--- config.mk ---
export PLATFORM = sky130hd
export DESIGN_NAME = hpfc_ram
export DESIGN_NICKNAME = d
export VERILOG_FILES = /design/src/design/hpfc_ram.sv
export SDC_FILE = /design/constraint.sdc
export NUM_CORES = 1
export LEC_CHECK = 0
export BUFFER_PORTS_ARGS = -buffer_cell sky130_fd_sc_hd__buf_2
export CAP_MARGIN = 20
export CORE_UTILIZATION = 40
export CTS_CLUSTER_DIAMETER = 80
export DETAILED_ROUTE_END_ITERATION = 7
export PLACE_DENSITY_LB_ADDON = 0.1
export SLEW_MARGIN = 25
export SYNTH_ARGS = -nofsm -noshare
export SYNTH_HDL_FRONTEND = slang
export SYNTH_SLANG_ARGS = --single-unit
--- constraint.sdc ---
create_clock -name clk -period 2.85 [get_ports clk]
set_input_delay 0.57 -clock clk [delete_from_list [all_inputs] [get_ports clk]]
set_output_delay 0.57 -clock clk [all_outputs]
set_load 0.005 [all_outputs]
--- src/design/hpfc_ram.sv ---
// generic single-write, single-read synchronous ram with registered read data
// no dependencies
module hpfc_ram #(
    parameter int WIDTH = 8,
    parameter int DEPTH = 64,
    localparam int AW = (DEPTH > 1) ? $clog2(DEPTH) : 1
) (
    input  logic             clk,
    input  logic             we,
    input  logic [AW-1:0]    waddr,
    input  logic [WIDTH-1:0] wdata,
    input  logic             re,
    input  logic [AW-1:0]    raddr,
    output logic [WIDTH-1:0] rdata
);

    logic [WIDTH-1:0] mem [DEPTH];

    always_ff @(posedge clk)
    begin
        if (we)
        begin
            mem[waddr] <= wdata;
        end
        if (re)
        begin
            rdata <= mem[raddr];
        end
    end

endmodule

### Word level (Yosys, flattened, before mapping)

Memories as Yosys holds them, arrays and structs flattened. A register that Yosys moved wholly into a read port is not among the register bits.
Index checks and enable logic that the tools add are counted.
Widths: inputs -> output; s select.

* flip-flop bits (word level): 0
* RAM bits: 512
* input bits: 23
* output and inout port bits: 8
* logic and storage cells: 3
* memories kept: 1

* muxes and demuxes: 2

Memory list
* mem: depth 64, bits a word 8, read ports 1, clocked after Yosys merged registers in 1, write ports 1, RTL line 17 `logic [WIDTH-1:0] mem [DEPTH];`

Operator list (number)
* $mux 1: 2

### Longest topological paths before layout

* depth in word-level cells: 2
* gate-level depth with buffers: 9
* gate-level depth less buffers: 5

### Worst setup path after synthesis

Ideal clock, no wire load.

* path kind: input-to-reg
* start: input port raddr[1]
* end: register rdata[3], read port of mem (data pin)
* library setup time: 266 ps
* arrival: 2110 ps
* required time: 2584 ps
* setup slack: 474 ps
* stages: 7
* buffers on the path: 3
* path through: buf_4 -> buf_2 -> buf_2 -> mux4_2 -> mux4_2 -> o21ai_1 -> o41ai_1

RTL lines
* start: declaration: RTL line 13 `input logic [AW-1:0] raddr,`
* end: declaration: RTL line 14 `output logic [WIDTH-1:0] rdata`

==> flow_summary.toml <==
[clocking]
htree_levels = 2
clkTransAtPathRegs_ps = 60
root_buffer = "clkbuf_16"
cts_max_path_buffers = 3
hold_buffers = 0
postCtsSetupBuffers = 0
clock_latency_ps = 600
clock_sinks = 520
numCtsBuffers = 55
tritoncts = "built"
ctsResizeCount = 0

[timing]
setup_viol = 0
worst_pin_slew_ps = 775.9
max_freq_mhz = 417.1
fin_setup_tns_ps = 0
fin_crit_sh_pct = 84.13
whs_ps = 313.0
fin_skew_ps = 15.24
rsz0062_at_grt = "no"
final_max_slew_viol_count = 0
timing.max_slew.rel_slack_pct = 48.27
finalCriticalPeriod_ps = 2398
hold_violations = 0

[route]
drt_iter0_drc = 821
ant_nets = 0
wl_um = 49810
drc = 0
dr.pass1.iters = 5
num_vias = 9928
wire_per_inst_um = 27.19
via_per_inst = 5.419

[logic_synthesis]
yosysSeqAreaShare_pct = 77.12
avgSynthCellArea_um2 = 21.54
synth_nets = 963
synth_warnings = 0
yosysTopAreaCell = "edfxtp_1"
ys_types = 39
synth_top_area_share_pct = 77.12
synthTopCellsByCount = "edfxtp_1 (520), mux4_2 (126), nor2_1 (83), mux2i_1 (23), nand2_1 (19)"
synth_ff_type = "edfxtp_1"
synth_edf_count = 520
ys_seq_elements = 520
synthTopCellsByArea = "edfxtp_1 (77%), mux4_2 (14%), nor2_1 (1.5%)"
synth_cells = 940
synthArstFlopShare_pct = 0
yosysMostFrequentCell = "edfxtp_1"
netlist_area_um2 = 20250

[pwr]
report.power.total_w = 0.01613
total_leakage_power_nw = 7.716
p_per_area_nw_per_um2 = 675.7
peakVddDrop_mv = 0.4529

[floorplan]
num_rows = 82
dieArea_um2 = 51520
boundaryPins = 31
die_x_um = 227.0
die_h_um = 227.0
initial_utilization_pct = 40.44
core_region_area_um2 = 50070

[critical_path]
reg2reg_from = "mem[3][1]"
startpoint_type = "input port"
worst_path_max_delay_cell = "mux4_2"
critical_path_class = "input port to register"
path_max_fanout = 19
crit_chain = "clkbuf_8 > buf_4 > mux4_2 > mux4_2 > nor2_1 > nor3_1 > o2bb2ai_1"
cpPeakStageDelay_ps = 550
cp.required_ps = 3180
worst_ep_arrival_time_ps = 2730
cp-startpoint = "raddr[0]"
crit_buf_inv = 2
end_kind = "register"
critPathMostFrequentCell = "mux4_2"
reg2reg_slack_ps = 660
timing.rr.end = "rdata[1]"
r2r_cells = 5
cp_top_family = "multiplexers"

[run]
maxCapViolations = 0

[worst_hold_path]
hold_class = "input port to register"
worstHoldStart = "wdata[2]"
hold_path_end = "mem[30][2]"
min_path_cells = 1

[grt]
grt_pass1_vias = 10390
grt_max_degree = 65
antenna_found_initial = 2
grt_pass1_wl_um = 72950
grt_usage_pct = 20.16
grt.overflow.total = 0

[final_layout]
drive_above_1_share_pct = 33.30
fin_util_pct = 47.69
nets = 1141
area_growth_pct = 17.94

[status]
status = "finished clean"

[placed_design]
gp_congestion = 0.7827
io_buffers = 30
dp_hpwl_um = 32360
## per-stage QoR
stage / instances / worst slack (ps) / area (um^2)
6_report: 1832 / 452.2 / 23880
5_1_grt: 1831 / 387.8 / 23880
4_1_cts: 1831 / 519.3 / 23880
3_5_place_dp: 1733 / -123.2 / 22200
3_3_place_gp: 1733 / -119.5 / 22200
2_1_floorplan: 940 / 473.7 / 20250
## worst register-to-register path, delay by kind of cell (launching register included)
family          cells  cell delay [ps]
simple gates        2              400
flops               1              360
mux                 2             1020
compound gates      1              160
## area by class of cell
type | count | area (um^2)
fill | 4232 | 26190
sequential | 520 | 15620
clock inverter | 32 | 215.2
tap | 672 | 840.8
multi-input combinational | 369 | 4315
timing repair buffer | 172 | 1430
clock buffer | 66 | 1460
antenna | 1 | 2.502
## flip-flops by register name (all words and copies together) (netlist names)
register,cells
mem,512
rdata,8
## layout by cell type (no fill, tap or decap), types with 4 or more instances in the layout
master and instances:
nand2_1 19, nand3_1 13, buf_2 27, clkbuf_1 9, clkinv_1 16, o22ai_1 8
clkbuf_16 57, buf_4 128, nor2_1 83, clkinv_2 13, a221oi_1 6, a211oi_1 4
mux4_2 126, mux2_2 13, o221ai_1 8, buf_12 16, nor3_1 7, nor2b_1 14
nand2b_1 7, mux2i_1 23, edfxtp_1 520
## power breakdown
group	internal, W	leakage, nW	switching, W	total (W)
clock	0.00388	0.831	0.00286	0.00674
combinational	0.000369	2.20	0.000522	0.000891
sequential	0.00848	4.69	0.0000206	0.00850
## how the worst max path moves through the flow
stage	endpoint	slack (ps)	depth (start not counted)
after global placement	rdata[0]	-120	8
after global routing	rdata[0]	390	8
final	rdata[1]	450	7
after detailed placement	rdata[1]	-120	7
after floorplan	rdata[3]	470	7
after CTS	rdata[1]	520	7
## per-layer routing
layer	vias up	global-route usage (%)	wire length [um]
li1	4303	-	-
met1	5297	29.71	23320
met2	242	30.43	22820
met3	84	3.291	2252
met4	2	7.144	1399
met5	-	0	14
## cell families (layout without fill, tap and decap cells)
| group | Yosys count | in the layout | synth area share, % |
|---|---|---|---|
| flops | 520 | 520 | 77.12 |
| mux | 162 | 162 | 15.88 |
| simple gates | 153 | 153 | 3.374 |
| compound gates | 54 | 54 | 2.064 |
| buf+inv | 51 | 270 | 1.563 |
| other cells | 0 | 1 | 0 |
Note: power is estimated with default switching activity, not from simulation.
