$ cat config.mk
export PLATFORM = sky130hd
export DESIGN_NAME = hpfc_classify
export DESIGN_NICKNAME = d
export VERILOG_FILES = /design/src/design/hpfc_pkg.sv /design/src/design/hpfc_classify.sv
export SDC_FILE = /design/constraint.sdc
export NUM_CORES = 1
export LEC_CHECK = 0
export ABC_AREA = 1
export BUFFER_PORTS_ARGS = -buffer_cell sky130_fd_sc_hd__buf_2
export CORE_AREA = 2 2 74 55
export DETAILED_ROUTE_END_ITERATION = 8
export DIE_AREA = 0 0 76 57
export PLACE_DENSITY_LB_ADDON = 0.15
export SLEW_MARGIN = 0
export SYNTH_ARGS = -nofsm -noshare
export SYNTH_HDL_FRONTEND = slang
export SYNTH_SLANG_ARGS = --single-unit
export TNS_END_PERCENT = 5
$ cat constraint.sdc
create_clock -name vclk -period 1.75
set_clock_uncertainty 0.05 [all_clocks]
set_input_delay 0 -clock vclk [all_inputs]
set_output_delay 0 -clock vclk [all_outputs]
set_load 0.05 [all_outputs]
$ cat src/design/hpfc_pkg.sv
// shared types and constants for the host pair flow counter
// no dependencies; compiled before every other file of the block
package hpfc_pkg;

    localparam int TABLE_DEPTH_DEF = 64;

    localparam logic [15:0] ETYPE_IPV4    = 16'h0800;
    localparam logic [10:0] ETH_HDR_BYTES = 11'd14;
    localparam logic [7:0]  PROTO_TCP     = 8'd6;

    localparam logic       KIND_PACKET = 1'b0;
    localparam logic       KIND_READ   = 1'b1;

    localparam logic [2:0] ST_UPDATED    = 3'd0;
    localparam logic [2:0] ST_INSERTED   = 3'd1;
    localparam logic [2:0] ST_IGNORED    = 3'd2;
    localparam logic [2:0] ST_TABLE_FULL = 3'd3;
    localparam logic [2:0] ST_READ_OK    = 3'd4;
    localparam logic [2:0] ST_READ_EMPTY = 3'd5;

    typedef struct packed {
        logic        kind;
        logic [15:0] frame_type;
        logic [10:0] capture_len;
        logic [7:0]  ip_protocol;
        logic [31:0] source_address;
        logic [31:0] dest_address;
        logic [15:0] ip_total_len;
        logic [3:0]  ip_hdr_words;
        logic [3:0]  tcp_hdr_words;
        logic [5:0]  read_index;
    } in_item_t;

    typedef struct packed {
        logic [2:0]  status;
        logic [5:0]  entry_index;
        logic [31:0] pair_source;
        logic [31:0] pair_dest;
        logic [31:0] packet_count;
        logic [39:0] byte_volume;
        logic [6:0]  entries_used;
    } out_item_t;

    // one table entry as it sits in the memory
    typedef struct packed {
        logic [31:0] src;
        logic [31:0] dst;
        logic [31:0] count;
        logic [39:0] volume;
    } entry_t;

    // packet classification handed to the engine
    typedef struct packed {
        logic        counted;
        logic [15:0] payload;
    } pkt_info_t;

endpackage

$ cat src/design/hpfc_classify.sv
// packet filter: decides whether a header is counted and works out its tcp payload
// depends on hpfc_pkg
module hpfc_classify import hpfc_pkg::*; (
    input  in_item_t  item,
    output pkt_info_t info
);

    logic [6:0]  hdr_bytes;
    logic [15:0] hdr_ext;

    assign hdr_bytes = 7'({item.ip_hdr_words, 2'b00}) + 7'({item.tcp_hdr_words, 2'b00});
    assign hdr_ext   = 16'(hdr_bytes);

    assign info.counted = (item.frame_type == ETYPE_IPV4)
                       && (item.capture_len > ETH_HDR_BYTES)
                       && (item.ip_protocol == PROTO_TCP)
                       && (item.tcp_hdr_words != 4'd0);

    // negative payload clamps to zero
    assign info.payload = (item.ip_total_len > hdr_ext) ? (item.ip_total_len - hdr_ext) : 16'd0;

endmodule

### Word level (Yosys, flattened, before mapping)

Index checks and enable logic that the tools add are counted.

* reductions and logical operators: 4
* multiplexer cells: 1
* equal/unequal tests: 2
* order comparisons: 2
* $add $sub $neg: 2

Operators with widths (number)
* == test 16 x 12 -> 1 bit (second input constant): 1
* > comparator 16 x 7 -> 1 bit: 1
* 2-to-1 mux 16 bit: 1
* subtractor 16 x 7 -> 16 bit: 1
* > comparator 11 x 4 -> 1 bit (second input constant): 1
* == test 8 x 3 -> 1 bit (second input constant): 1
* adder 6 x 6 -> 7 bit: 1
* nonzero test 4 bit: 1
* logical AND 1 bit: 3

* register bits after elaboration: 0
* input bits: 130
* output and inout bits: 17
* logic and storage cells: 11

### Logic depth before layout (Yosys ltp)

Gate-level depths: netlist of the first run.

* depth in word-level cells: 4
* depth in mapped cells: 14
* mapped depth without buffers: 14

### Worst setup path before layout of the first run

OpenSTA, ideal clock, no wires.

* path kind: input -> output
* from: input item[6] (netlist name)
* to: output info[11] (netlist name)
* arrival: 2255 ps
* path buffers: 0
* data required time: 1700 ps
* path slack: -555 ps
* stages: 13
* cell sequence: ha_1 > fa_1 > nand2_1 > nand2_1 > a21oi_1 > ha_1 > nand2_1 > nor2_1 > nand2_1 > nand3_1 > nor2_1 > nor2_1 > nor2_1

RTL lines
* from (decl): RTL line hpfc_classify.sv:4 `input in_item_t item,`
* to (decl): RTL line hpfc_classify.sv:5 `output pkt_info_t info`

==> out/qor.yml, run 1 <==
timing:
  finalMaxSlewViolations: 0
  timing.final.crit_share_pct: 117
  relSlewSlack_pct: 66.6
  tns_ns: -4.49
  rsz0062_at_grt: "yes"
  setup_viol: 16
  setup_ws_ns: -0.300
  worstMarginPinSlew_ns: 0.498
  hold_violations: 0
  fin_crit_ns: 2.05
  fmax_ghz: 0.488
  hold_slack_ns: 0.333
layout:
  numSequentialCells: 0
  clock_buffers: 0
  fillers: 367
  fin_nets: 427
  final_layout_size_suffix_gt1_share_pct: 53.4
  instances_no_fill: 335
  seqCellArea_sq_um: 0
  syn2layout_area_growth_pct: 109
  antennaDiodeCount: 0
floorplanning:
  rows: 19
  dieWidth_um: 76
  fp.dieH_um: 57
  die_area_sq_um: 4330
  ioPinCount: 147
  start_util_pct: 25.3
  design.core.area_sq_um: 3680
critical_path:
  crit_family: "adder cells"
  crit_path_end_kind: "output pin"
  slowest_stage: "fa_2"
  start_kind: "input port"
  worst-setup-path-type: "in2out"
  crit_fanout: 5
  crit_buf_inv: 5
  worst_path_largest_cell_delay_ns: 0.52
  cp.required_ns: 1.70
  path_cells: "buf_6, ha_4, fa_2, inv_2, fa_2, inv_1, nor2_1, nand2_2, nand3_4, nand2_4, nand2_8, inv_12, nor2_4, buf_6"
  worstPathArrival_ns: 2.00
synthesis:
  synth_top_area_share_pct: 22.9
  synth_area_leaders: "nor2_1 (23%), nand2_1 (18%), ha_1 (13%), inv_1 (12%), nand3_1 (9.1%)"
  syn_area_sq_um: 933
  synth_seq_area_share_pct: 0
  ys_types: 17
  synth_warnings: 0
  syn_inst: 189
  yosysTopAreaCell: "nor2_1"
  syn_area_per_cell_sq_um: 4.94
  synth_fp_nets: 331
min_path:
  hold_depth: 4
  hold_end: "info[1]"
  min_from: "item[15]"
  min_path_type: "in2out"
run_status:
  status: "finished, violations left"
  violations: "negative setup slack"
global_route:
  grt_pass1_wl_mm: 6.07
  grt.total_usage_pct: 16.3
  grt_pass1_vias: 1316
  gr-total-overflow: 0
  grt_max_degree: 6
  grt_antenna_before_repair: 0
clock_network:
  ctsHoldBuffers: 0
route:
  drtIter0Drc: 73
  wl_per_cell_um: 10.8
  wl_mm: 3.61
  route.vias.total: 1413
  vias_per_cell: 4.22
  dr.pass1.iters: 4
  remaining_drc_errors: 0
  drtAntennaViolNets: 0
power:
  power_density_nw_per_um2: 528
  ir_drop_mv: 0.771
  power_leakage_uw: 0.00102
placed_design:
  dp.final_hpwl_mm: 2.85
  post-place-ws_ns: -0.498
  portBuffers: 76
  gp_congestion: 0.897
  dpl.cell_count: 329
run:
  maxCapViolCount: 0
## cell usage after synthesis (all sizes together)
| cell | n |
|---|---|
| nand2 | 48 |
| a21oi | 6 |
| nand3 | 18 |
| nor3 | 3 |
| fa | 2 |
| nand4 | 6 |
| ha | 10 |
| nor2 | 59 |
| or2 | 1 |
| inv | 31 |
| xnor2 | 5 |
## worst max-delay path by stage
| stage | startpoint | endpoint | slack, ns | depth (start not counted) |
|---|---|---|---|---|
| finish | item[6] | info[6] | -0.30 | 14 |
| global placement | item[6] | info[11] | -0.50 | 14 |
| floorplan | item[6] | info[0] | -0.17 | 12 |
| detailed placement | item[6] | info[6] | -0.50 | 16 |
| global route | item[10] | info[7] | -0.41 | 14 |
| CTS | item[6] | info[5] | -0.30 | 16 |
## layout by cell type (no fill, tap or decap), types with 5 or more instances in the layout
| cell type | count |
|---|---|
| nor2_4 | 17 |
| buf_2 | 58 |
| nand3_1 | 13 |
| buf_4 | 16 |
| xnor2_1 | 5 |
| nor2_1 | 40 |
| nand2_1 | 33 |
| nand4_1 | 6 |
| inv_1 | 26 |
| ha_1 | 5 |
| nand2_4 | 7 |
| nand2_2 | 8 |
| buf_6 | 18 |
## report_power, final
| group | internal [uW] | switching, uW |
|---|---|---|
| Clock | 0 | 0 |
| Sequential | 0 | 0 |
| Combinational | 444 | 588 |
## per-stage QoR
step / power (uW) / instance area [sq um] / utilization [%]
floorplan: 584 / 1080 / -
global placement: 843 / 1610 / 43.7
detailed placement: 836 / 1610 / 43.7
CTS: 1010 / 1920 / 52.2
global route: 1110 / 1950 / 53.0
finish: 1030 / 1950 / 53.0
## cell type report
class | instances | area, sq um | share of cell area, %
Inverter | 31 | 129 | 6.59
Multi-Input combinational cell | 159 | 1140 | 58.1
Tap cell | 52 | 65.1 | 3.33
Timing Repair Buffer | 92 | 613 | 31.4
Timing Repair inverter | 1 | 11.3 | 0.576
## what timing repair did
action / 4_1_cts / 5_1_grt
pin swaps: 29 / 4
resized for setup: 68 / 9
setup endpoints to repair: 16 / 16
setup buffers: 4 / 0
gates cloned: 2 / 0
## kinds of logic after synthesis
kind of cell | Yosys count | share of synthesized area (%)
xor gates and xnor gates | 5 | 4.69
buffers and inverters | 31 | 12.7
AOI/OAI and AO/OA | 6 | 3.22
and+or+nand+nor | 135 | 61.7
adders and majority gates | 12 | 17.7
## per-layer routing
| layer | part of all wire, % | up-vias | GRT usage (%) |
|---|---|---|---|
| li1 | - | 779 | - |
| met5 | 0 | - | 0 |
| met1 | 49 | 584 | 23.8 |
| met3 | 7.0 | 0 | 1.58 |
| met2 | 44 | 50 | 28.2 |
| met4 | 0 | 0 | 0 |
No activity file was read; power rests on OpenSTA's default activity.
==> inputs of run 2 (changes only) <==
--- a/config.mk
+++ b/config.mk
@@ -7,9 +7,9 @@
 export LEC_CHECK = 0
 export ABC_AREA = 1
 export BUFFER_PORTS_ARGS = -buffer_cell sky130_fd_sc_hd__buf_2
-export CORE_AREA = 2 2 74 55
+export CORE_AREA = 2 2 67 50
 export DETAILED_ROUTE_END_ITERATION = 8
-export DIE_AREA = 0 0 76 57
+export DIE_AREA = 0 0 69 52
 export PLACE_DENSITY_LB_ADDON = 0.15
 export SLEW_MARGIN = 0
 export SYNTH_ARGS = -nofsm -noshare
==> constraint.sdc (replaced) <==
create_clock -name vclk -period 2.5
set_clock_uncertainty 0.05 [all_clocks]
set_input_delay 0 -clock vclk [all_inputs]
set_output_delay 0 -clock vclk [all_outputs]
set_load 0.05 [all_outputs]
==> run 2 against run 1 <==
  * Worst hold slack gained 0.0082 ns
  * Non-clock buffer count shrank 16
  * Largest cell class unchanged
  * Highest routed layer is now met4
  * Critical endpoint is now info[7]
  * The run now ends clean
  * Combinational power shrank 52%
==> out/qor.yml, run 2 (synthesis results as in run 1) <==
run_status:
  status: "complete, no violations"
timing:
  finalMaxSlewViolations: 0
  setup_ws_ns: 0.185
  rsz0062_at_grt: "no"
  fin_crit_ns: 2.32
  relSlewSlack_pct: 81.2
  tns_ns: 0
  hold_slack_ns: 0.341
  setup_viol: 0
  timing.final.crit_share_pct: 92.6
  fmax_ghz: 0.432
  hold_violations: 0
  worstMarginPinSlew_ns: 0.281
layout:
  clock_buffers: 0
  layout_common_cells: "buf_2 (73), nor2_1 (57), nand2_1 (45)"
  mostFrequentLayoutCell: "buf_2"
  syn2layout_area_growth_pct: 46.9
  final_layout_size_suffix_gt1_share_pct: 31.7
  fin_nets: 409
  antennaDiodeCount: 0
  fillers: 362
  seqCellArea_sq_um: 0
  numSequentialCells: 0
critical_path:
  worst-setup-path-type: "in2out"
  cp.required_ns: 2.45
  crit_fanout: 9
  crit_path_end_kind: "output pin"
  start_kind: "input port"
  worstPathArrival_ns: 2.27
global_route:
  grt_max_degree: 10
  grt_pass1_vias: 1216
  grt.total_usage_pct: 16.6
  grt_antenna_before_repair: 0
  grt_pass1_wl_mm: 5.06
  gr-total-overflow: 0
clock_network:
  ctsHoldBuffers: 0
route:
  wl_per_cell_um: 9.54
  wl_mm: 2.89
  drtIter0Drc: 41
  remaining_drc_errors: 0
  vias_per_cell: 4.52
  drtAntennaViolNets: 0
  dr.pass1.iters: 4
  route.vias.total: 1371
floorplanning:
  start_util_pct: 31.3
  fp.dieH_um: 52
  die_area_sq_um: 3590
  ioPinCount: 147
  design.core.area_sq_um: 2980
  dieWidth_um: 69
  rows: 17
placed_design:
  portBuffers: 76
  gp_congestion: 0.891
  post-place-ws_ns: 0.137
  dp.final_hpwl_mm: 2.62
run:
  maxCapViolCount: 0
power:
  power_uw: 490
  power_density_nw_per_um2: 357
  ir_drop_mv: 0.244
  power_leakage_uw: 0.000866
min_path:
  min_path_type: "in2out"
-- run 2: cell types whose count changed in the layout (fill, tap and decap cells not counted), moves of 5 or more --
cell     delta
nand2_1    +12
nor2_4     -17
nor2_1     +17
nand2_2     -6
buf_6      -18
buf_4      -14
ha_1        +5
nand2_4     -6
buf_2      +15
a21oi_1     +5
-- run 2: path summary, 6_finish.rpt --
| check | end | from | slack, ns | cells after the start |
|---|---|---|---|---|
| worst max-delay path | info[7] | item[6] | 0.18 | 16 |
| worst min-delay path | info[0] | item[14] | 0.34 | 4 |
-- run 2: routing by layer --
metal  vias up  share of wire (%)  track usage (%)
met5         -                  0                0
met4         0               0.80            0.980
met3         2                9.1             1.36
met2        57                 43             30.8
met1       571                 47             22.2
li1        741                  -                -
-- run 2: cell type report --
| cell class | instances | area (sq um) | share of cell area, % |
|---|---|---|---|
| Inverter | 31 | 119 | 8.67 |
| Multi-Input combinational cell | 158 | 817 | 59.6 |
| Tap cell | 38 | 47.5 | 3.47 |
| Timing Repair Buffer | 76 | 388 | 28.3 |
-- run 2: what timing repair did --
item	CTS	global route
endpoints found under the setup margin	0	11
resized for setup	0	6
buffers inserted	0	0
-- run 2: critical path, stage by stage --
cell and delay (ns):
buf_2 0.10, ha_1 0.21, fa_1 0.40, nand2_1 0.09, nand2_1 0.05, a21oi_1 0.18
ha_1 0.31, nand2_2 0.12, inv_1 0.04, nand2_1 0.07, nand3_2 0.09, nand2_2 0.10
nand2_4 0.09, inv_4 0.14, nor2_1 0.06, clkbuf_4 0.21
-- run 2: stage by stage --
step / area (sq um) / std cells / util (%)
2_1_floorplan: 933 / 189 / -
5_1_grt: 1370 / 303 / 46.1
6_report: 1370 / 303 / 46.1
3_3_place_gp: 1360 / 303 / 45.7
4_1_cts: 1360 / 303 / 45.7
3_5_place_dp: 1360 / 303 / 45.7
-- run 2: where the power goes --
| part | switching (uW) | total [uW] | internal [uW] |
|---|---|---|---|
| combinational | 334 | 490 | 156 |
| sequential | 0 | 0 | 0 |
| clock | 0 | 0 | 0 |
| total | 334 | 490 | 156 |
