$ cat src/design/hpfc_pkg.sv
// shared types and constants for the host pair flow counter
// no dependencies; compiled before every other file of the block
package hpfc_pkg;

    localparam int TABLE_DEPTH_DEF = 64;

    localparam logic [15:0] ETYPE_IPV4    = 16'h0800;
    localparam logic [10:0] ETH_HDR_BYTES = 11'd14;
    localparam logic [7:0]  PROTO_TCP     = 8'd6;

    localparam logic       KIND_PACKET = 1'b0;
    localparam logic       KIND_READ   = 1'b1;

    localparam logic [2:0] ST_UPDATED    = 3'd0;
    localparam logic [2:0] ST_INSERTED   = 3'd1;
    localparam logic [2:0] ST_IGNORED    = 3'd2;
    localparam logic [2:0] ST_TABLE_FULL = 3'd3;
    localparam logic [2:0] ST_READ_OK    = 3'd4;
    localparam logic [2:0] ST_READ_EMPTY = 3'd5;

    typedef struct packed {
        logic        kind;
        logic [15:0] frame_type;
        logic [10:0] capture_len;
        logic [7:0]  ip_protocol;
        logic [31:0] source_address;
        logic [31:0] dest_address;
        logic [15:0] ip_total_len;
        logic [3:0]  ip_hdr_words;
        logic [3:0]  tcp_hdr_words;
        logic [5:0]  read_index;
    } in_item_t;

    typedef struct packed {
        logic [2:0]  status;
        logic [5:0]  entry_index;
        logic [31:0] pair_source;
        logic [31:0] pair_dest;
        logic [31:0] packet_count;
        logic [39:0] byte_volume;
        logic [6:0]  entries_used;
    } out_item_t;

    // one table entry as it sits in the memory
    typedef struct packed {
        logic [31:0] src;
        logic [31:0] dst;
        logic [31:0] count;
        logic [39:0] volume;
    } entry_t;

    // packet classification handed to the engine
    typedef struct packed {
        logic        counted;
        logic [15:0] payload;
    } pkt_info_t;

endpackage

$ cat src/design/hpfc_engine.sv
// table engine: scans the entry memory, updates or appends pairs, serves reads
// depends on hpfc_pkg; drives one hpfc_ram instance in the top level
module hpfc_engine import hpfc_pkg::*; #(
    parameter int TABLE_DEPTH = TABLE_DEPTH_DEF,
    localparam int AW = (TABLE_DEPTH > 1) ? $clog2(TABLE_DEPTH) : 1,
    localparam int CW = $clog2(TABLE_DEPTH + 1),
    localparam int RW = (CW > 6) ? CW : 6
) (
    input  logic          clk,
    input  logic          rst_n,
    input  logic          in_valid,
    output logic          in_ready,
    input  in_item_t      in_item,
    input  pkt_info_t     info,
    output logic          ram_re,
    output logic [AW-1:0] ram_raddr,
    input  entry_t        ram_rdata,
    output logic          ram_we,
    output logic [AW-1:0] ram_waddr,
    output entry_t        ram_wdata,
    output logic          out_valid,
    input  logic          out_ready,
    output out_item_t     out_item
);

    localparam logic [1:0] S_IDLE   = 2'd0;
    localparam logic [1:0] S_SEARCH = 2'd1;
    localparam logic [1:0] S_RDWAIT = 2'd2;
    localparam logic [1:0] S_DONE   = 2'd3;

    logic [1:0]    state_reg, state_next;
    logic [CW-1:0] used_reg, used_next;
    logic [CW-1:0] idx_reg, idx_next;
    logic          cmp_valid_reg, cmp_valid_next;
    logic [AW-1:0] cmp_idx_reg, cmp_idx_next;
    logic          out_valid_reg, out_valid_next;
    out_item_t     out_reg, out_next;
    out_item_t     pend_reg, pend_next;
    logic [31:0]   src_reg, src_next;
    logic [31:0]   dst_reg, dst_next;
    logic [15:0]   pay_reg, pay_next;

    logic          ridx_ok;
    logic          hit;
    logic          out_free;
    logic [31:0]   upd_cnt;
    logic [40:0]   upd_sum;
    logic [39:0]   upd_vol;

    assign ridx_ok = (RW'(in_item.read_index) < RW'(used_reg))
                  && (32'(in_item.read_index) < TABLE_DEPTH);
    assign hit     = cmp_valid_reg && (ram_rdata.src == src_reg) && (ram_rdata.dst == dst_reg);
    assign upd_cnt = (&ram_rdata.count) ? ram_rdata.count : ram_rdata.count + 32'd1;
    assign upd_sum = {1'b0, ram_rdata.volume} + 41'(pay_reg);
    assign upd_vol = upd_sum[40] ? {40{1'b1}} : upd_sum[39:0];
    assign out_free = !out_valid_reg || out_ready;

    always_comb
    begin
        state_next     = state_reg;
        used_next      = used_reg;
        idx_next       = idx_reg;
        cmp_valid_next = cmp_valid_reg;
        cmp_idx_next   = cmp_idx_reg;
        out_valid_next = out_valid_reg && !out_ready;
        out_next       = out_reg;
        pend_next      = pend_reg;
        src_next       = src_reg;
        dst_next       = dst_reg;
        pay_next       = pay_reg;
        in_ready       = 1'b0;
        ram_re         = 1'b0;
        ram_raddr      = idx_reg[AW-1:0];
        ram_we         = 1'b0;
        ram_waddr      = cmp_idx_reg;
        ram_wdata      = '{src: src_reg, dst: dst_reg, count: upd_cnt, volume: upd_vol};

        case (state_reg)
            S_IDLE:
            begin
                in_ready = 1'b1;
                if (in_valid)
                begin
                    pend_next = '0;
                    if (in_item.kind == KIND_READ)
                    begin
                        pend_next.entry_index = in_item.read_index;
                        if (ridx_ok)
                        begin
                            ram_re     = 1'b1;
                            ram_raddr  = AW'(in_item.read_index);
                            state_next = S_RDWAIT;
                        end
                        else
                        begin
                            pend_next.status = ST_READ_EMPTY;
                            state_next       = S_DONE;
                        end
                    end
                    else if (!info.counted)
                    begin
                        pend_next.status = ST_IGNORED;
                        state_next       = S_DONE;
                    end
                    else
                    begin
                        src_next       = in_item.source_address;
                        dst_next       = in_item.dest_address;
                        pay_next       = info.payload;
                        idx_next       = '0;
                        cmp_valid_next = 1'b0;
                        state_next     = S_SEARCH;
                    end
                end
            end

            S_RDWAIT:
            begin
                pend_next.status       = ST_READ_OK;
                pend_next.pair_source  = ram_rdata.src;
                pend_next.pair_dest    = ram_rdata.dst;
                pend_next.packet_count = ram_rdata.count;
                pend_next.byte_volume  = ram_rdata.volume;
                state_next             = S_DONE;
            end

            S_SEARCH:
            begin
                // read of entry idx overlaps the compare of the previously fetched entry
                if (hit)
                begin
                    ram_we                 = 1'b1;
                    pend_next.status       = ST_UPDATED;
                    pend_next.entry_index  = 6'(cmp_idx_reg);
                    pend_next.pair_source  = src_reg;
                    pend_next.pair_dest    = dst_reg;
                    pend_next.packet_count = upd_cnt;
                    pend_next.byte_volume  = upd_vol;
                    state_next             = S_DONE;
                end
                else if (idx_reg < used_reg)
                begin
                    ram_re         = 1'b1;
                    cmp_valid_next = 1'b1;
                    cmp_idx_next   = idx_reg[AW-1:0];
                    idx_next       = idx_reg + CW'(1);
                end
                else if (used_reg == CW'(TABLE_DEPTH))
                begin
                    pend_next.status      = ST_TABLE_FULL;
                    pend_next.pair_source = src_reg;
                    pend_next.pair_dest   = dst_reg;
                    state_next            = S_DONE;
                end
                else
                begin
                    ram_we                 = 1'b1;
                    ram_waddr              = AW'(used_reg);
                    ram_wdata              = '{src: src_reg, dst: dst_reg, count: 32'd1,
                                               volume: 40'(pay_reg)};
                    used_next              = used_reg + CW'(1);
                    pend_next.status       = ST_INSERTED;
                    pend_next.entry_index  = 6'(used_reg);
                    pend_next.pair_source  = src_reg;
                    pend_next.pair_dest    = dst_reg;
                    pend_next.packet_count = 32'd1;
                    pend_next.byte_volume  = 40'(pay_reg);
                    state_next             = S_DONE;
                end
            end

            S_DONE:
            begin
                if (out_free)
                begin
                    out_next              = pend_reg;
                    out_next.entries_used = 7'(used_reg);
                    out_valid_next        = 1'b1;
                    state_next            = S_IDLE;
                end
            end

            default:
            begin
                state_next = S_IDLE;
            end
        endcase
    end

    always_ff @(posedge clk or negedge rst_n)
    begin
        if (!rst_n)
        begin
            state_reg     <= S_IDLE;
            used_reg      <= '0;
            idx_reg       <= '0;
            cmp_valid_reg <= 1'b0;
            out_valid_reg <= 1'b0;
        end
        else
        begin
            state_reg     <= state_next;
            used_reg      <= used_next;
            idx_reg       <= idx_next;
            cmp_valid_reg <= cmp_valid_next;
            out_valid_reg <= out_valid_next;
        end
    end

    always_ff @(posedge clk)
    begin
        cmp_idx_reg <= cmp_idx_next;
        out_reg     <= out_next;
        pend_reg    <= pend_next;
        src_reg     <= src_next;
        dst_reg     <= dst_next;
        pay_reg     <= pay_next;
    end

    assign out_valid = out_valid_reg;
    assign out_item  = out_reg;

    a_write_in_search: assert property (@(posedge clk) disable iff (!rst_n)
        ram_we |-> (state_reg == S_SEARCH))
        else $error("table write outside the search phase");

    a_used_needs_write: assert property (@(posedge clk) disable iff (!rst_n)
        (used_reg != $past(used_reg)) |-> ($past(ram_we) && (used_reg == $past(used_reg) + CW'(1))))
        else $error("entry count moved without an append");

    a_cmp_below_used: assert property (@(posedge clk) disable iff (!rst_n)
        (state_reg == S_SEARCH && cmp_valid_reg) |-> (CW'(cmp_idx_reg) < used_reg))
        else $error("compare of an entry beyond the filled part of the table");

    a_done_delivers: assert property (@(posedge clk) disable iff (!rst_n)
        (state_reg == S_DONE && out_free) |=> (out_valid_reg && state_reg == S_IDLE))
        else $error("finished transaction did not reach the output register");

endmodule

$ cat config.mk
export PLATFORM = sky130hd
export DESIGN_NAME = hpfc_engine
export DESIGN_NICKNAME = d
export VERILOG_FILES = /design/src/design/hpfc_pkg.sv /design/src/design/hpfc_engine.sv
export SDC_FILE = /design/constraint.sdc
export NUM_CORES = 1
export LEC_CHECK = 0
export BUFFER_PORTS_ARGS = -buffer_cell sky130_fd_sc_hd__buf_2
export CORE_AREA = 2 2 231 233
export DETAILED_ROUTE_END_ITERATION = 8
export DIE_AREA = 0 0 233 235
export PLACE_DENSITY = 0.69
export SKIP_LAST_GASP = 1
export SYNTH_ARGS = -nofsm -noshare
export SYNTH_HDL_FRONTEND = slang
export SYNTH_SLANG_ARGS = --single-unit
export TNS_END_PERCENT = 30
$ cat constraint.sdc
create_clock -name clk -period 11.2 [get_ports clk]
set_input_delay 1.12 -clock clk [delete_from_list [all_inputs] [get_ports clk]]
set_output_delay 1.12 -clock clk [all_outputs]
set_load 0.02 [all_outputs]
* Word level (Yosys, flattened, before mapping) *
Index checks and enable logic that the tools add are counted.

operators by class
  mux-type cells = 60
  reductions and logical operators = 19
  equal/unequal tests = 14
  add/sub/neg operators = 4
  bitwise operators = 4
  $lt $le $gt $ge = 2

operators with widths
  kind                     number
  $pmux W136 S3            1
  $mux W72                 5
  $mux W145                2
  $mux W152                1
  $eq A32 B32 Y1           2
  $mux W6                  10
  $add A40 B16 Y41         1
  $mux W40                 1
  $mux W7                  5
  $add A32 B1 Y32 const B  1
  $mux W32                 1
  $reduce_and A32 Y1       1
  $mux W1                  18
  $mux W2                  8
  $reduce_and A4 Y1        4
  $add A7 B1 Y7 const B    2
  $pmux W7 S2              1
  $ne A2 B2 Y1 const B     6
  $pmux W6 S2              1
  $pmux W3 S3              1
  $reduce_and A3 Y1        3
  $pmux W2 S4              1
  $eq A7 B7 Y1 const B     1
  $lt A6 B7 Y1             1
  15 further kinds         25

word-level totals
  bits of input ports = 287
  bits in registers = 401
  logic and storage cells = 125
  output and inout port bits = 304

* Depth between registers and ports, before layout *
Gate-level depths: netlist of run 1.

  word-level depth = 6
  gate-level depth with buffers = 12
  mapped depth without buffers = 9

* Least setup slack after synthesis of run 1 *
Ideal clock, no wire load.

  path type = input to register
  start point = in ram_rdata[97] (netlist bit)
  end point = reg pend_reg[10] (netlist bit) (enable)
  data arrival time = 7.684 ns
  buffers on the path = 1
  setup slack = 2.907 ns
  data required time = 10.591 ns
  library setup time = 0.609 ns
  stages on the path = 7
  path through = nor2b_1 -> a2111o_1 -> nor4_1 -> nand4_1 -> o31a_1 -> clkbuf_1 -> a211oi_1

on the way
  cells in the longest elaborated chain, start to end = 4
  elaborated cells between the ends (all ways) = 5
  those cells by class = 3 x eq/ne; 2 x reduce/logical

RTL lines
  item                           line                source
  start, declared                hpfc_engine.sv:17   input entry_t ram_rdata,
  $eq A32 B32 Y1 *               hpfc_engine.sv:52   assign hit = cmp_valid_reg && (ram_rdata.src == src_reg) && (ram_rdata.dst == dst_reg);
  $logic_and A1 B1 Y1 *          hpfc_engine.sv:52
  $ne A3 B3 Y1 (no line)         --
  $reduce_and A4 Y1 (no line) *  --
  end signal, assigned           hpfc_engine.sv:214  pend_reg <= pend_next;
  end, declared                  hpfc_engine.sv:38   out_item_t pend_reg, pend_next;

Mark *: on every way between the ends. The rest lies on a longest branch, timed or not.
A chain may end at the register's enable or synchronous reset.

==> results of run 1 <==
-- layer usage --
layer | GRT usage [%] | vias to the layer above
met5 | 0 | -
met4 | 8.28 | 6
met3 | 5.02 | 138
met2 | 35.6 | 812
met1 | 29.9 | 7378
li1 | - | 6719
-- where the power goes --
group / total [mW] / switching (mW) / internal (mW) / leakage, nW
clock: 1.54 / 0.627 / 0.910 / 0.732
combinational: 2.08 / 1.51 / 0.569 / 4.75
sequential: 2.70 / 0.189 / 2.51 / 3.95
-- per-stage QoR --
step / worst slack [ns] / power [mW] / util, % / instance area (µm²)
floorplan: 2.91 / 4.02 / - / 18700
global placement: 5.20 / 4.75 / 42.4 / 22200
detailed placement: 5.17 / 4.81 / 42.4 / 22200
CTS: 5.17 / 6.36 / 45.3 / 23700
global route: 4.95 / 6.60 / 45.4 / 23700
finish: 5.13 / 6.32 / 45.4 / 23700
-- cells by family (layout without fill, tap and decap cells) --
kind of cell    Yosys count  count (layout)  synth area share, %
other cells               0              13                    0
compound gates          369             369                 13.0
simple gates            397             397                 10.8
mux                      37              37                 2.14
buf+inv                 147             698                 3.09
fa+ha+maj                37              37                 2.51
xor+xnor                100             100                 4.67
flops                   401             401                 63.8
-- synth_stat cells (22+ instances only) --
cell type,count
nand3_1,34
nand2_1,101
o21ai_1,27
o21ai_0,66
a21oi_1,84
a22o_1,58
ha_1,36
mux2_2,24
nor3_1,33
nor2_1,69
xnor2_1,69
nand2b_1,24
edfxtp_1,383
inv_1,67
clkbuf_1,56
xor2_1,31
nand4_1,29
a31oi_1,22
-- worst min path at each step --
| stage | start | endpoint | slack [ns] | cells past startpoint |
|---|---|---|---|---|
| finish | pend_reg[32] | out_item[32] | 0.41 | 0 |
| global route | pend_reg[113] | out_item[113] | 0.41 | 0 |
| CTS | pend_reg[32] | out_item[32] | 0.40 | 0 |
| detailed placement | pend_reg[110] | out_item[110] | 0.40 | 0 |
| global placement | pend_reg[130] | out_item[130] | 0.40 | 0 |
| floorplan | pend_reg[100] | out_item[100] | 0.40 | 0 |
-- layout make-up --
class | instances | area (µm²)
fillers | 4706 | 28500
flip-flops and latches | 401 | 12000
multi-input cells | 940 | 6290
repair buffers | 551 | 2810
clock buffers | 54 | 1160
well taps | 688 | 861
clock inverters | 26 | 359
inverters | 67 | 251
diodes | 13 | 32.5
==> impl_metrics.env, run 1 <==
export IMPL_status="finished clean"
export IMPL_setup_violations=0
export IMPL_dr_wl_met2_um=30000
export IMPL_clk_pin_slew_worst_paths_ns=0.06
export IMPL_maxCapViolations=0
export IMPL_dp_hpwl_um=45700
export IMPL_fin_cells=2740
export IMPL_core_mm2=0.0522
export IMPL_die_h_um=235
export IMPL_wl_met3_um=5840
export IMPL_slew_headroom_pct=19.3
export IMPL_p_leak_nw=9.43
export IMPL_initial_core_util_pct=35.9
export IMPL_postSynthAreaPerCell_um2=12.6
export IMPL_cts_hold_fix_buffers=0
export IMPL_irDropWorstVdd_mv=0.161
export IMPL_area_growth_pct=26.5
export IMPL_cts_max_level=2
export IMPL_max_stage_delay_ns=1.03
export IMPL_critPathKind="in -> out"
export IMPL_antenna_found_initial=18
export IMPL_dr_pass1_iters=5
export IMPL_hold_viol=0
export IMPL_final_cell_mix="buf_2 (531), edfxtp_1 (383), nand2_1 (100)"
export IMPL_drcViolationCount=0
export IMPL_grt_pass1_wl_um=92300
export IMPL_cp_num_buf_inv=4
export IMPL_synthCells=1488
export IMPL_top_layer="met5"
export IMPL_timing_rr_start="dst_reg[3]"
export IMPL_postRouteAntennaNets=0
export IMPL_synth_area_mm2=0.0187
export IMPL_critical_path_cell_count=11
export IMPL_critPathLaunch="ram_rdata[121]"
export IMPL_synth_area_leader_cell="edfxtp_1"
export IMPL_yosysTopAreaCellShare_pct=61.4
export IMPL_avgRoutedWirePerCell_um=23.2
export IMPL_tns_ns=0
export IMPL_grt_pass1_vias=14341
export IMPL_dieWidth_um=233
export IMPL_drive_above_1_share_pct=32.5
export IMPL_syn_nets=1812
export IMPL_synth_edff_count=383
export IMPL_fmax_ghz=0.165
export IMPL_worstSkewPairLatency_ns=0.59
export IMPL_cts_buffer_depth=3
export IMPL_cts_buffers=45
export IMPL_clock_sinks=401
export IMPL_ys_flop_type="edfxtp_1"
export IMPL_ys_seq_area_share_pct=63.8
export IMPL_ys_types=72
export IMPL_ios=591
export IMPL_dieArea_mm2=0.0548
export IMPL_post_cts_resized=0
export IMPL_p_per_area_mw_per_mm2=266
export IMPL_finClkSkew_ns=0.0228
export IMPL_cpMaxStageDelayCell="a2111oi_0"
export IMPL_ff2ff_path_depth=7
export IMPL_grt_setup_unrepaired="no"
export IMPL_finalMaxSlewViolations=0
export IMPL_critPathTopFamily="compound AO/OA/AOI/OAI gates"
export IMPL_async_reset_ff_share_pct=4.49
export IMPL_crit_path_end_kind="output port"
export IMPL_final_common_cell="buf_2"
export IMPL_root_buffer="clkbuf_16"
export IMPL_crit_arrival_ns=4.95
export IMPL_num_vias=15053
export IMPL_required_ns=10.08
export IMPL_grt_max_degree=75
export IMPL_via_per_inst=5.49
export IMPL_hold_ws_ns=0.406
export IMPL_rows=84
export IMPL_cts_tree="done"
export IMPL_r2r_end="pend_reg[68]"
export IMPL_drt_iter0_markers=1367
export IMPL_final_min_clock_period_ns=6.07
export IMPL_wl_met1_um=25600
export IMPL_min_period_over_period_pct=54.2
export IMPL_ys_ff_latch=401
export IMPL_yosys_top_cells_area="edfxtp_1 (61%), xnor2_1 (3.2%), a22o_1 (2.7%)"
export IMPL_portBuffers=531
export IMPL_fin_nets=2330
export IMPL_crit_chain="buf_2 > nand2b_1 > o2111ai_1 > a2111oi_0 > nand4_1 > nor3_2 > buf_4 > nor3_2 > buf_4 > a311oi_1 > buf_2"
export IMPL_crit_path_end="ram_wdata[39]"
export IMPL_largest_reg_flops=152
export IMPL_dp_cells=2646
export IMPL_wirelength_um=63500
export IMPL_rrSetupSlack_ns=6.36
export IMPL_hold_class="reg -> reg"
export IMPL_cp_max_fo=53
export IMPL_grt_overflow_total=0
export IMPL_gp_congestion=0.942
export IMPL_synth_warnings=0
export IMPL_crit_path_start_kind="input port"
export IMPL_worstMarginPinSlew_ns=1.18
export IMPL_track_usage_pct=22.4
export IMPL_post_cts_buffers=0
(Power assumes the default switching activity.)
==> run 2: changes to the inputs <==
Settings changed: ABC_AREA from default to 1, CORE_AREA 2 2 231 233 to 2 2 229 231, DIE_AREA 0 0 233 235 to 0 0 231 233, PLACE_DENSITY 0.69 to 0.72.
Clock period 11.2 ns to 6.14 ns, I/O delays scaled along.
==> impl_metrics.env, run 2 <==
export IMPL_cts_buffers=46
export IMPL_ys_types=48
export IMPL_core_mm2=0.0511
export IMPL_num_vias=17786
export IMPL_synth_edff_count=383
export IMPL_finClkSkew_ns=0.0212
export IMPL_ys_ff_latch=401
export IMPL_p_leak_nw=11.7
export IMPL_wirelength_um=71900
export IMPL_max_stage_delay_ns=0.94
export IMPL_ys_flop_type="edfxtp_1"
export IMPL_status="finished clean"
export IMPL_async_reset_ff_share_pct=4.49
export IMPL_synthCells=2138
export IMPL_gp_congestion=0.963
export IMPL_synth_warnings=0
export IMPL_area_growth_pct=25.0
export IMPL_cpMaxStageDelayCell="nor2_2"
export IMPL_fin_nets=3010
export IMPL_via_per_inst=5.20
export IMPL_place_ws_ns=2.04
export IMPL_required_ns=5.53
export IMPL_yosys_top_cells_area="edfxtp_1 (57%), nand2_1 (13%), inv_1 (5.7%)"
export IMPL_grt_max_degree=73
export IMPL_dieWidth_um=231
export IMPL_root_buffer="clkbuf_16"
export IMPL_p_per_area_mw_per_mm2=408
export IMPL_slew_headroom_pct=23.0
export IMPL_antenna_found_initial=23
export IMPL_worstMarginPinSlew_ns=1.15
export IMPL_track_usage_pct=26.0
export IMPL_post_cts_buffers=0
export IMPL_irDropWorstVdd_mv=0.355
export IMPL_setup_violations=0
export IMPL_drive_above_1_share_pct=24.1
export IMPL_post_cts_resized=0
export IMPL_critPathTopFamily="simple AND/OR/NAND/NOR gates"
export IMPL_cts_buffer_depth=3
export IMPL_postRouteAntennaNets=0
export IMPL_yosysMostFrequentCell="nand2_1"
export IMPL_grt_setup_unrepaired="no"
export IMPL_power_mw=10.2
export IMPL_finalWorstSetupSlack_ns=1.61
export IMPL_critPathKind="reg -> out"
export IMPL_portBuffers=531
export IMPL_dp_hpwl_um=55200
export IMPL_rrSetupSlack_ns=2.62
export IMPL_fmax_ghz=0.221
export IMPL_cp_num_buf_inv=2
export IMPL_grt_pass1_wl_um=104000
export IMPL_worstSkewPairLatency_ns=0.59
export IMPL_hold_ws_ns=0.194
export IMPL_cp_max_fo=29
export IMPL_crit_path_end_kind="output port"
export IMPL_cts_tree="done"
export IMPL_finalMaxSlewViolations=0
export IMPL_grt_overflow_total=0
export IMPL_initial_core_util_pct=39.2
export IMPL_ys_seq_area_share_pct=59.6
export IMPL_grt_pass1_vias=16777
export IMPL_clock_sinks=401
export IMPL_synth_area_mm2=0.0200
export IMPL_fin_area_mm2=0.0251
export IMPL_dr_pass1_iters=5
export IMPL_synth_area_leader_cell="edfxtp_1"
export IMPL_final_common_cell="nand2_1"
export IMPL_drcViolationCount=0
export IMPL_drt_iter0_markers=2064
export IMPL_final_min_clock_period_ns=4.53
export IMPL_dieArea_mm2=0.0538
export IMPL_place_area_mm2=0.0235
export IMPL_hold_class="in -> reg"
export IMPL_cts_max_level=2
export IMPL_crit_path_start_kind="register"
export IMPL_tns_ns=0
export IMPL_largest_reg_flops=152
export IMPL_postSynthAreaPerCell_um2=9.38
export IMPL_die_h_um=233
export IMPL_crit_chain="xor2_1 > nor2_1 > and3_1 > nand3_1 > buf_4 > nand2_1 > nor2_2 > o22ai_1 > buf_2"
export IMPL_clk_pin_slew_worst_paths_ns=0.06
export IMPL_yosysTopAreaCellShare_pct=57.4
export IMPL_min_period_over_period_pct=73.7
export IMPL_ios=591
export IMPL_crit_arrival_ns=3.91
export IMPL_maxCapViolations=0
export IMPL_synth_commonest_cells="nand2_1 (704), edfxtp_1 (383), inv_1 (302)"
export IMPL_hold_viol=0
export IMPL_rows=83
export IMPL_syn_nets=2462
export IMPL_avgRoutedWirePerCell_um=21.0
export IMPL_final_cell_mix="nand2_1 (702), buf_2 (531), edfxtp_1 (383)"
==> run 2: changes by cell type in the layout (fill, tap and decap cells not counted), moves of 22 or more <==
cell	delta
nand2_1	+602
inv_1	+235
nand3_1	+106
nor2_1	+67
a21oi_1	-61
a22o_1	-54
xnor2_1	-51
o22ai_1	+44
nand2b_1	-24
a31oi_1	-22
o21ai_1	-22
==> run 2: final timing paths <==
path / depth (start not counted) / from / end
worst max-delay path: 9 / dst_reg[16] / ram_wdata[3]
worst min-delay path: 1 / in_item[78] / src_reg[16]
worst max register to register: 9 / dst_reg[28] / pend_reg[148]
worst min register to register: 0 / pend_reg[128] / out_item[128]
max in group asynchronous: 2 / rst_n / state_reg[0]
min in group asynchronous: 2 / rst_n / used_reg[4]
==> run 2: cell type report <==
class	count	area, µm²
multi-input combinational	1382	6730
sequential	401	12000
inverter	309	1160
clock buffer	56	1190
tap	680	851
antenna	18	45.0
clock inverter	29	345
timing repair buffer	546	2800
fill	4750	26000
==> run 2: power by group <==
part | switching (mW) | internal, mW
combinational | 2.12 | 0.683
sequential | 0.294 | 4.31
clock | 1.15 | 1.68
==> run 2: cells by family (layout without fill, tap and decap cells) <==
group	after synthesis	count (layout)	share of synthesized area [%]
AO/OA/AOI/OAI	187	187	5.24
multiplexers	3	3	0.169
adder cells (fa/ha/maj)	37	37	2.35
XOR/XNOR	45	45	1.97
other	0	18	0
buffers and inverters	355	940	7.08
flip-flops	401	401	59.6
AND/OR/NAND/NOR	1110	1110	23.6
==> run 2: what timing repair did <==
item / in CTS / in global routing
hold buffers: 1 / 0
endpoints found under the setup margin: 0 / 0
hold endpoints to repair: 18 / 0
==> run 2: through the flow <==
step / instances / util, %
after global placement: 3317 / 46.0
after global routing: 3420 / 49.1
after detailed placement: 3317 / 46.0
after CTS: 3403 / 49.0
after floorplan: 2138 / -
final: 3421 / 49.1
==> run 2: routing by layer <==
layer / up-vias / routed length [µm] / track usage (%)
li1: 8237 / - / -
met1: 8418 / 29900 / 35.3
met2: 982 / 32200 / 39.9
met3: 141 / 7180 / 6.75
met4: 8 / 2510 / 9.70
met5: - / 47 / 0
==> run 2: worst register-to-register path, cell delays in order (launching register included) <==
cell and delay, ns:
edfxtp_1 0.44, xnor2_1 0.43, nand2_1 0.16, nor2_1 0.10, and3_1 0.16, nand3_1 0.25
buf_4 0.31, nand3_1 0.23, nand2_1 0.20, nor3_1 0.87
==> run 3: changes to the inputs <==
Settings changed: ABC_AREA 1 to 0, CORE_AREA 2 2 229 231 to 2 2 228 230, DIE_AREA 0 0 231 233 to 0 0 230 232.
Clock period 6.14 ns to 3.7 ns, I/O delays scaled along.
==> impl_metrics.env, run 3 (synthesized netlist as in run 1, its figures left out) <==
export IMPL_status="complete, but fails checks"
export IMPL_violations="setup timing"
export IMPL_finalWorstSetupSlack_ns=-0.00262
export IMPL_final_min_clock_period_ns=3.70
export IMPL_finClkSkew_ns=0.0169
export IMPL_seqPwrFrac_pct=40.3
export IMPL_track_usage_pct=23.7
export IMPL_setup_violations=1
export IMPL_initial_core_util_pct=36.8
export IMPL_finalMaxSlewViolations=0
export IMPL_dieWidth_um=230
export IMPL_cts_buffer_depth=3
export IMPL_p_int_mw=12.8
export IMPL_rrSetupSlack_ns=0.46
export IMPL_fin_nets=2485
export IMPL_pwr_share_comb_pct=36.3
export IMPL_timing_rr_start="src_reg[27]"
export IMPL_required_ns=3.33
export IMPL_worstMarginPinSlew_ns=0.931
export IMPL_postRouteAntennaNets=0
export IMPL_place_ws_ns=-0.169
export IMPL_worstSkewPairLatency_ns=0.59
export IMPL_power_mw=20.1
export IMPL_area_growth_pct=37.5
export IMPL_hold_class="in -> reg"
export IMPL_final_common_cell="buf_2"
export IMPL_sw_frac_of_total_pct=36.6
export IMPL_crit_arrival_ns=3.33
export IMPL_die_h_um=232
export IMPL_cp_max_fo=7
export IMPL_crit_path_start_kind="register"
export IMPL_cts_buffers=45
export IMPL_critPathKind="reg -> out"
export IMPL_wirelength_um=66500
export IMPL_p_switching_mw=7.36
export IMPL_slew_headroom_pct=37.9
export IMPL_critPathTopFamily="compound AO/OA/AOI/OAI gates"
export IMPL_crit_path_end_kind="output port"
export IMPL_drive_above_1_share_pct=35.6
export IMPL_root_buffer="clkbuf_16"
export IMPL_p_per_area_mw_per_mm2=781
export IMPL_drt_iter0_markers=1688
export IMPL_min_period_over_period_pct=100
export IMPL_dp_hpwl_um=47100
export IMPL_crit_chain="a222oi_1 > and4_1 > nand4_1 > buf_6 > o31a_1 > buf_4 > and2_2 > a22o_1 > buf_2"
export IMPL_r2r_end="pend_reg[94]"
export IMPL_via_per_inst=5.51
export IMPL_avgRoutedWirePerCell_um=23.0
export IMPL_fmax_ghz=0.270
export IMPL_ff2ff_path_depth=12
export IMPL_dieArea_mm2=0.0534
export IMPL_grt_overflow_total=0
export IMPL_hold_depth=2
export IMPL_clock_sinks=401
export IMPL_critPathLaunch="src_reg[27]"
export IMPL_tns_ns=-0.00262
export IMPL_final_cell_mix="buf_2 (510), edfxtp_1 (383), nand2_1 (100)"
export IMPL_cts_max_level=2
export IMPL_hp_start="ram_rdata[126]"
export IMPL_maxCapViolations=0
export IMPL_cts_tree="done"
export IMPL_irDropWorstVdd_mv=0.442
export IMPL_p_leak_nw=10.4
export IMPL_gp_congestion=0.939
export IMPL_dr_pass1_iters=5
export IMPL_antenna_found_initial=12
export IMPL_core_mm2=0.0509
export IMPL_cp_num_buf_inv=3
export IMPL_max_stage_delay_ns=0.56
export IMPL_hold_viol=0
export IMPL_ios=591
export IMPL_grt_pass1_vias=15403
export IMPL_clk_pin_slew_worst_paths_ns=0.06
export IMPL_min_to="pend_reg[133]"
export IMPL_largest_reg_flops=152
export IMPL_num_vias=15921
export IMPL_clkPwrFrac_pct=23.3
export IMPL_cpMaxStageDelayCell="a222oi_1"
export IMPL_grt_setup_unrepaired="yes"
export IMPL_hold_ws_ns=0.100
export IMPL_portBuffers=531
export IMPL_rows=83
export IMPL_grt_max_degree=72
export IMPL_drcViolationCount=0
export IMPL_grt_pass1_wl_um=95400
==> run 3: repair_timing <==
action / CTS / global route
endpoints found under the setup margin: 79 / 76
hold buffers: 81 / 0
hold endpoints to repair: 98 / 0
buffers inserted: 20 / 6
gates cloned: 2 / 4
pin swaps: 12 / 10
gates resized for setup: 32 / 68
==> run 3: worst max path at each step <==
stage | end | slack [ns] | cells past startpoint
finish | ram_waddr[4] | -0.003 | 9
global route | ram_wdata[3] | -0.14 | 10
CTS | ram_wdata[11] | -0.006 | 11
global placement | ram_wdata[35] | -0.10 | 11
floorplan | pend_reg[10] | -0.47 | 7
detailed placement | ram_wdata[35] | -0.17 | 10
==> run 3: through the flow <==
step	utilization, %	std cells	cell area (µm²)
2_1_floorplan	-	1488	18800
3_3_place_gp	44.5	2681	22700
3_5_place_dp	44.5	2681	22700
4_1_cts	49.8	2866	25300
5_1_grt	50.6	2885	25800
6_report	50.6	2890	25800
==> run 3: cell type report <==
class | instances | area (µm²)
fillers | 4374 | 25100
clock inverters | 35 | 408
flip-flops and latches | 401 | 12000
multi-input cells | 942 | 6630
well taps | 680 | 851
repair buffers | 704 | 4510
diodes | 14 | 35.0
inverters | 67 | 251
clock buffers | 47 | 1130
==> run 3: power by group through the flow <==
stage	clock [mW]	combinational, mW	sequential, mW
floorplan	0	2.98	9.06
global placement	0	6.77	8.12
detailed placement	0	6.88	8.20
CTS	4.77	7.08	8.12
global route	4.94	7.73	8.25
finish	4.69	7.31	8.12
==> run 3: routing by layer <==
| metal | global-route usage [%] | vias to the layer above | part of all wire [%] |
|---|---|---|---|
| met3 | 5.03 | 176 | 9.5 |
| li1 | - | 7037 | - |
| met5 | 0 | - | 0 |
| met1 | 31.5 | 7742 | 40 |
| met4 | 8.55 | 0 | 3.6 |
| met2 | 38.4 | 966 | 47 |
